===== config.mk =====
export PLATFORM = sky130hd
export DESIGN_NAME = rvx_queue
export DESIGN_NICKNAME = d
export VERILOG_FILES = /design/src/sv/rvx_pkg.sv /design/src/sv/rvx_queue.sv
export SDC_FILE = /design/constraint.sdc
export NUM_CORES = 1
export LEC_CHECK = 0
export ABC_AREA = 1
export BUFFER_PORTS_ARGS = -buffer_cell sky130_fd_sc_hd__buf_2
export CORE_AREA = 3 3 160 162
export DETAILED_ROUTE_END_ITERATION = 12
export DIE_AREA = 0 0 163 165
export PLACE_DENSITY_LB_ADDON = 0.2
export SETUP_SLACK_MARGIN = 0.15
export SLEW_MARGIN = 20
export SYNTH_ARGS = -nofsm -noshare
export SYNTH_HDL_FRONTEND = slang
export SYNTH_SLANG_ARGS = --single-unit

===== constraint.sdc =====
create_clock -name clk -period 16.7 [get_ports clk]
set_input_delay 2.505 -clock clk [delete_from_list [all_inputs] [get_ports clk]]
set_output_delay 2.505 -clock clk [all_outputs]
set_load 0.01 [all_outputs]

===== src/sv/rvx_pkg.sv =====
package rvx_pkg;

	localparam logic [4:0] MD_ADD    = 5'd0;
	localparam logic [4:0] MD_SUB    = 5'd1;
	localparam logic [4:0] MD_SLL    = 5'd2;
	localparam logic [4:0] MD_SLT    = 5'd3;
	localparam logic [4:0] MD_SLTU   = 5'd4;
	localparam logic [4:0] MD_XOR    = 5'd5;
	localparam logic [4:0] MD_SRL    = 5'd6;
	localparam logic [4:0] MD_SRA    = 5'd7;
	localparam logic [4:0] MD_OR     = 5'd8;
	localparam logic [4:0] MD_AND    = 5'd9;
	localparam logic [4:0] MD_MUL    = 5'd10;
	localparam logic [4:0] MD_MULH   = 5'd11;
	localparam logic [4:0] MD_MULHSU = 5'd12;
	localparam logic [4:0] MD_MULHU  = 5'd13;
	localparam logic [4:0] MD_DIV    = 5'd14;
	localparam logic [4:0] MD_DIVU   = 5'd15;
	localparam logic [4:0] MD_REM    = 5'd16;
	localparam logic [4:0] MD_REMU   = 5'd17;
	localparam logic [4:0] MD_LUI    = 5'd18;
	localparam logic [4:0] MD_AUIPC  = 5'd19;
	localparam logic [4:0] MD_JAL    = 5'd20;
	localparam logic [4:0] MD_JALR   = 5'd21;
	localparam logic [4:0] MD_BEQ    = 5'd22;
	localparam logic [4:0] MD_BNE    = 5'd23;
	localparam logic [4:0] MD_BLT    = 5'd24;
	localparam logic [4:0] MD_BGE    = 5'd25;
	localparam logic [4:0] MD_BLTU   = 5'd26;
	localparam logic [4:0] MD_BGEU   = 5'd27;

	localparam logic [31:0] MIN_NEG  = 32'h8000_0000;
	localparam logic [31:0] ALL_ONES = 32'hFFFF_FFFF;

	// Number of one-bit divider steps in the back end.
	localparam int DIV_STEPS = 32;

	typedef enum logic [1:0] {
		K_ALU,
		K_MUL,
		K_DIV
	} kind_t;

	typedef struct packed {
		kind_t       kind;
		logic        mul_hi;
		logic        corr_a;
		logic        corr_b;
		logic        want_rem;
		logic        neg_q;
		logic        neg_r;
		logic [31:0] res;
		logic [31:0] opa;
		logic [31:0] opb;
		logic [31:0] npc;
		logic        wr;
		logic        redir;
	} entry_t;

endpackage


===== src/sv/rvx_queue.sv =====
module rvx_queue (
	input  logic            clk,
	input  logic            arst_n,
	input  logic            push,
	input  rvx_pkg::entry_t wdata,
	input  logic            pop,
	output rvx_pkg::entry_t head,
	output logic            empty,
	output logic            full
);
	import rvx_pkg::*;

	entry_t     mem_q [2];
	logic       wptr_q, rptr_q;
	logic [1:0] cnt_q;

	assign empty = cnt_q == 2'd0;
	assign full  = cnt_q == 2'd2;
	assign head  = mem_q[rptr_q];

	always_ff @(posedge clk) begin
		if (push) begin
			mem_q[wptr_q] <= wdata;
		end
	end

	always_ff @(posedge clk or negedge arst_n) begin
		if (!arst_n) begin
			wptr_q <= 1'b0;
			rptr_q <= 1'b0;
			cnt_q  <= 2'd0;
		end else begin
			if (push) wptr_q <= !wptr_q;
			if (pop)  rptr_q <= !rptr_q;
			cnt_q <= cnt_q + {1'b0, push} - {1'b0, pop};
		end
	end

	a_no_overflow: assert property (@(posedge clk) disable iff (!arst_n) push |-> !full)
		else $error("queue written while full");
	a_no_underflow: assert property (@(posedge clk) disable iff (!arst_n) pop |-> !empty)
		else $error("queue read while empty");
	a_count_range: assert property (@(posedge clk) disable iff (!arst_n) cnt_q != 2'd3)
		else $error("queue count out of range");
endmodule


==> impl_metrics.tcl <==
set metrics [dict create \
    hpwl_um 13090 \
    grt_pass1_wl_um 30060 \
    fin_ws_ps 11200 \
    grt_util_all_layers_pct 14.17 \
    drcViolationCount 0 \
    use_met2_pct 22.94 \
    crit_path_start_kind "register" \
    min_from "wptr_q" \
    vias_per_cell 4.506 \
    drive_above_1_share_pct 37.91 \
    syn_area_um2 10820 \
    hold_class "register to register" \
    routabilityCongestion 0.6797 \
    crit_start "rptr_q" \
    area_growth_pct 22.29 \
    dp_slack_ps 11690 \
    crit_type "register to output pin" \
    status "completed" \
    drt_iter0_drc 296 \
    synthFlopType "edfxtp_1" \
    intPower_mw 1.499 \
    p_leak_nw 5.630 \
    power_frac_clock_pct 25.9 \
    numPortBuffers 281 \
    die_area_um2 26900 \
    yosysMostFrequentCell "edfxtp_1" \
    min_period_over_period_pct 32.96 \
    grt_busiest_layer "met2" \
    initial_core_util_pct 44.63 \
    power.total_mw 2.231 \
    synth_area_leaders "edfxtp_1 (77%), o21ai_2 (6.0%), inv_1 (5.0%)" \
    dr.pass1.iters 4 \
    finalSetupViolations 0 \
    cap_violations 0 \
    cp.required_ps 14200 \
    core_um2 24250 \
    clock_path_buffers 3 \
    synth_common_cells "edfxtp_1 (276), inv_1 (145), nand2_1 (144), o21ai_2 (74), o21ai_0 (39)" \
    ff2ff_path_depth 3 \
    fin_setup_tns_ps 0 \
    min_path_cells 1 \
    synth_fp_nets 890 \
    max_freq_mhz 181.7 \
    yosys_warnings 0 \
    ir_worst_vdd_v 0.0001039 \
    synth_top_area_share_pct 76.58 \
    critical_path.reg2reg.startpoint "wptr_q" \
    drt_wl_total_um 20050 \
    sw_frac_of_total_pct 32.82 \
    crit_path_max_fanout 90 \
    rrSetupSlack_ps 14370 \
    finClkSkew_ps 8.207 \
    grt_pass1_vias 5722 \
    fin_crit_ps 5505 \
    synth_cell_types 16 \
    synth_edf_count 276 \
    async_reset_ff_share_pct 1.429 \
    cts.htree.levels 1 \
    cts_root_buffer "clkbuf_16" \
    cts_setup_buffers 0 \
    hold_viol_final 0 \
    cts_resized 0 \
    hold_ws_ps 549.2 \
    antenna_found_initial 3 \
    switchingPower_uw 732.3 \
    die-width_um 163 \
    powerDensity_nw_per_um2 168.6 \
    rsz0062_at_grt "no" \
    fin_cells 1381 \
    syn_area_per_cell_um2 14.51 \
    grt_overflow 0 \
    die_y_um 165 \
    dp.cells 1326 \
    p_seq_share_pct 44.5 \
    ioPinCount 282 \
    synth-seq-cells 280 \
    cts_tree "built" \
    vias 6223 \
    use_met3_pct 4.841 \
    cp.arrival_ps 3000 \
    layout.nets 1177 \
    max_slew.worst_pin.slew_ps 1090 \
    cts_inserted_buffers 29 \
    cts.sinks 280 \
    p_comb_share_pct 29.6 \
    syn-instance-count 746 \
    detail_route.wl_per_cell_um 14.51 \
    post-synth-top-area-cell "edfxtp_1" \
    drtAntennaViolNets 0 \
    worstSkewPairLatency_ps 540 \
    cts-hold-fix-buffers 0 \
    slew_violations 0 \
    rows 57 \
    rr_endpoint "mem_q[1][84]" \
    grt_max_degree 122 \
    use_met1_pct 17.95 \
    synth-seq-area-share_pct 77.50 \
    path_clk_slew_ps 60 \
    slew_headroom_pct 27.35 \
    end_kind "output pin" \
    worstHoldEndpoint "wptr_q" \
]
-- state kept, by name, summed over array words and instances, names as in the netlist --
signal and count:
mem_q 276, cnt_q 2, wptr_q 1, rptr_q 1
-- cell usage in the layout, fill, tap and decap left out --
cell type	instances
dfrtp_4	1
edfxtp_1	276
xor2_1	2
clkinv_2	5
buf_4	5
inv_1	144
o21ai_0	39
buf_2	281
nor2_1	2
o21ai_1	25
buf_6	1
ha_1	2
bufinv_16	1
clkinv_1	8
nor2_4	1
diode_2	2
dfrtp_1	3
inv_6	2
nand3_1	1
clkbuf_16	29
clkbuf_1	9
o21ai_2	74
nand2_1	144
-- power by group through the flow --
stage / clock network (mW) / registers, mW / logic (mW)
6_report: 0.578 / 0.992 / 0.662
5_1_grt: 0.619 / 1.01 / 0.742
4_1_cts: 0.595 / 0.994 / 0.682
3_5_place_dp: 0 / 1.01 / 0.678
3_3_place_gp: 0 / 1.00 / 0.674
2_1_floorplan: 0 / 0.995 / 0.494
-- layout make-up --
cell class	count	area (um^2)
timing repair buffer	287	1455
clock inverter	15	93.84
antenna	2	5.005
sequential	280	8392
fill	2066	11010
multi-input combinational	290	1575
clock buffer	38	759.5
tap	324	405.4
inverter	145	549.3
-- worst max path at each step --
stage                        endpoint  slack, ps  cells after the start
after CTS                    head[16]      11090                      3
after global routing         head[89]      10940                      4
after global placement       head[18]      11690                      3
after detailed placement     head[16]      11690                      3
after floorplan           mem_q[0][0]       7740                      2
final                       head[101]      11200                      3
-- cell families after synthesis --
group | Yosys count | synth area share [%]
xor+xnor | 2 | 0.1619
simple gates | 148 | 5.144
flops | 280 | 77.50
compound gates | 138 | 8.948
fa+ha+maj | 2 | 0.2312
buf+inv | 176 | 8.012
-- stage by stage --
stage,util (%),instance area (um^2)
5_1_grt,54.57,13230
3_3_place_gp,51.03,12370
6_report,54.58,13240
4_1_cts,54.55,13230
2_1_floorplan,-,10820
3_5_place_dp,51.03,12370
-- metal layers --
layer / up-vias / part of all wire [%]
li1: 3120 / -
met1: 2847 / 41
met2: 212 / 48
met3: 40 / 8.8
met4: 4 / 2.8
met5: - / 0.070
-- critical path: stages (launching register included) --
cell and delay (ps):
dfrtp_4 1000, buf_4 930, o21ai_1 230, buf_2 200
(Power assumes the default switching activity.)
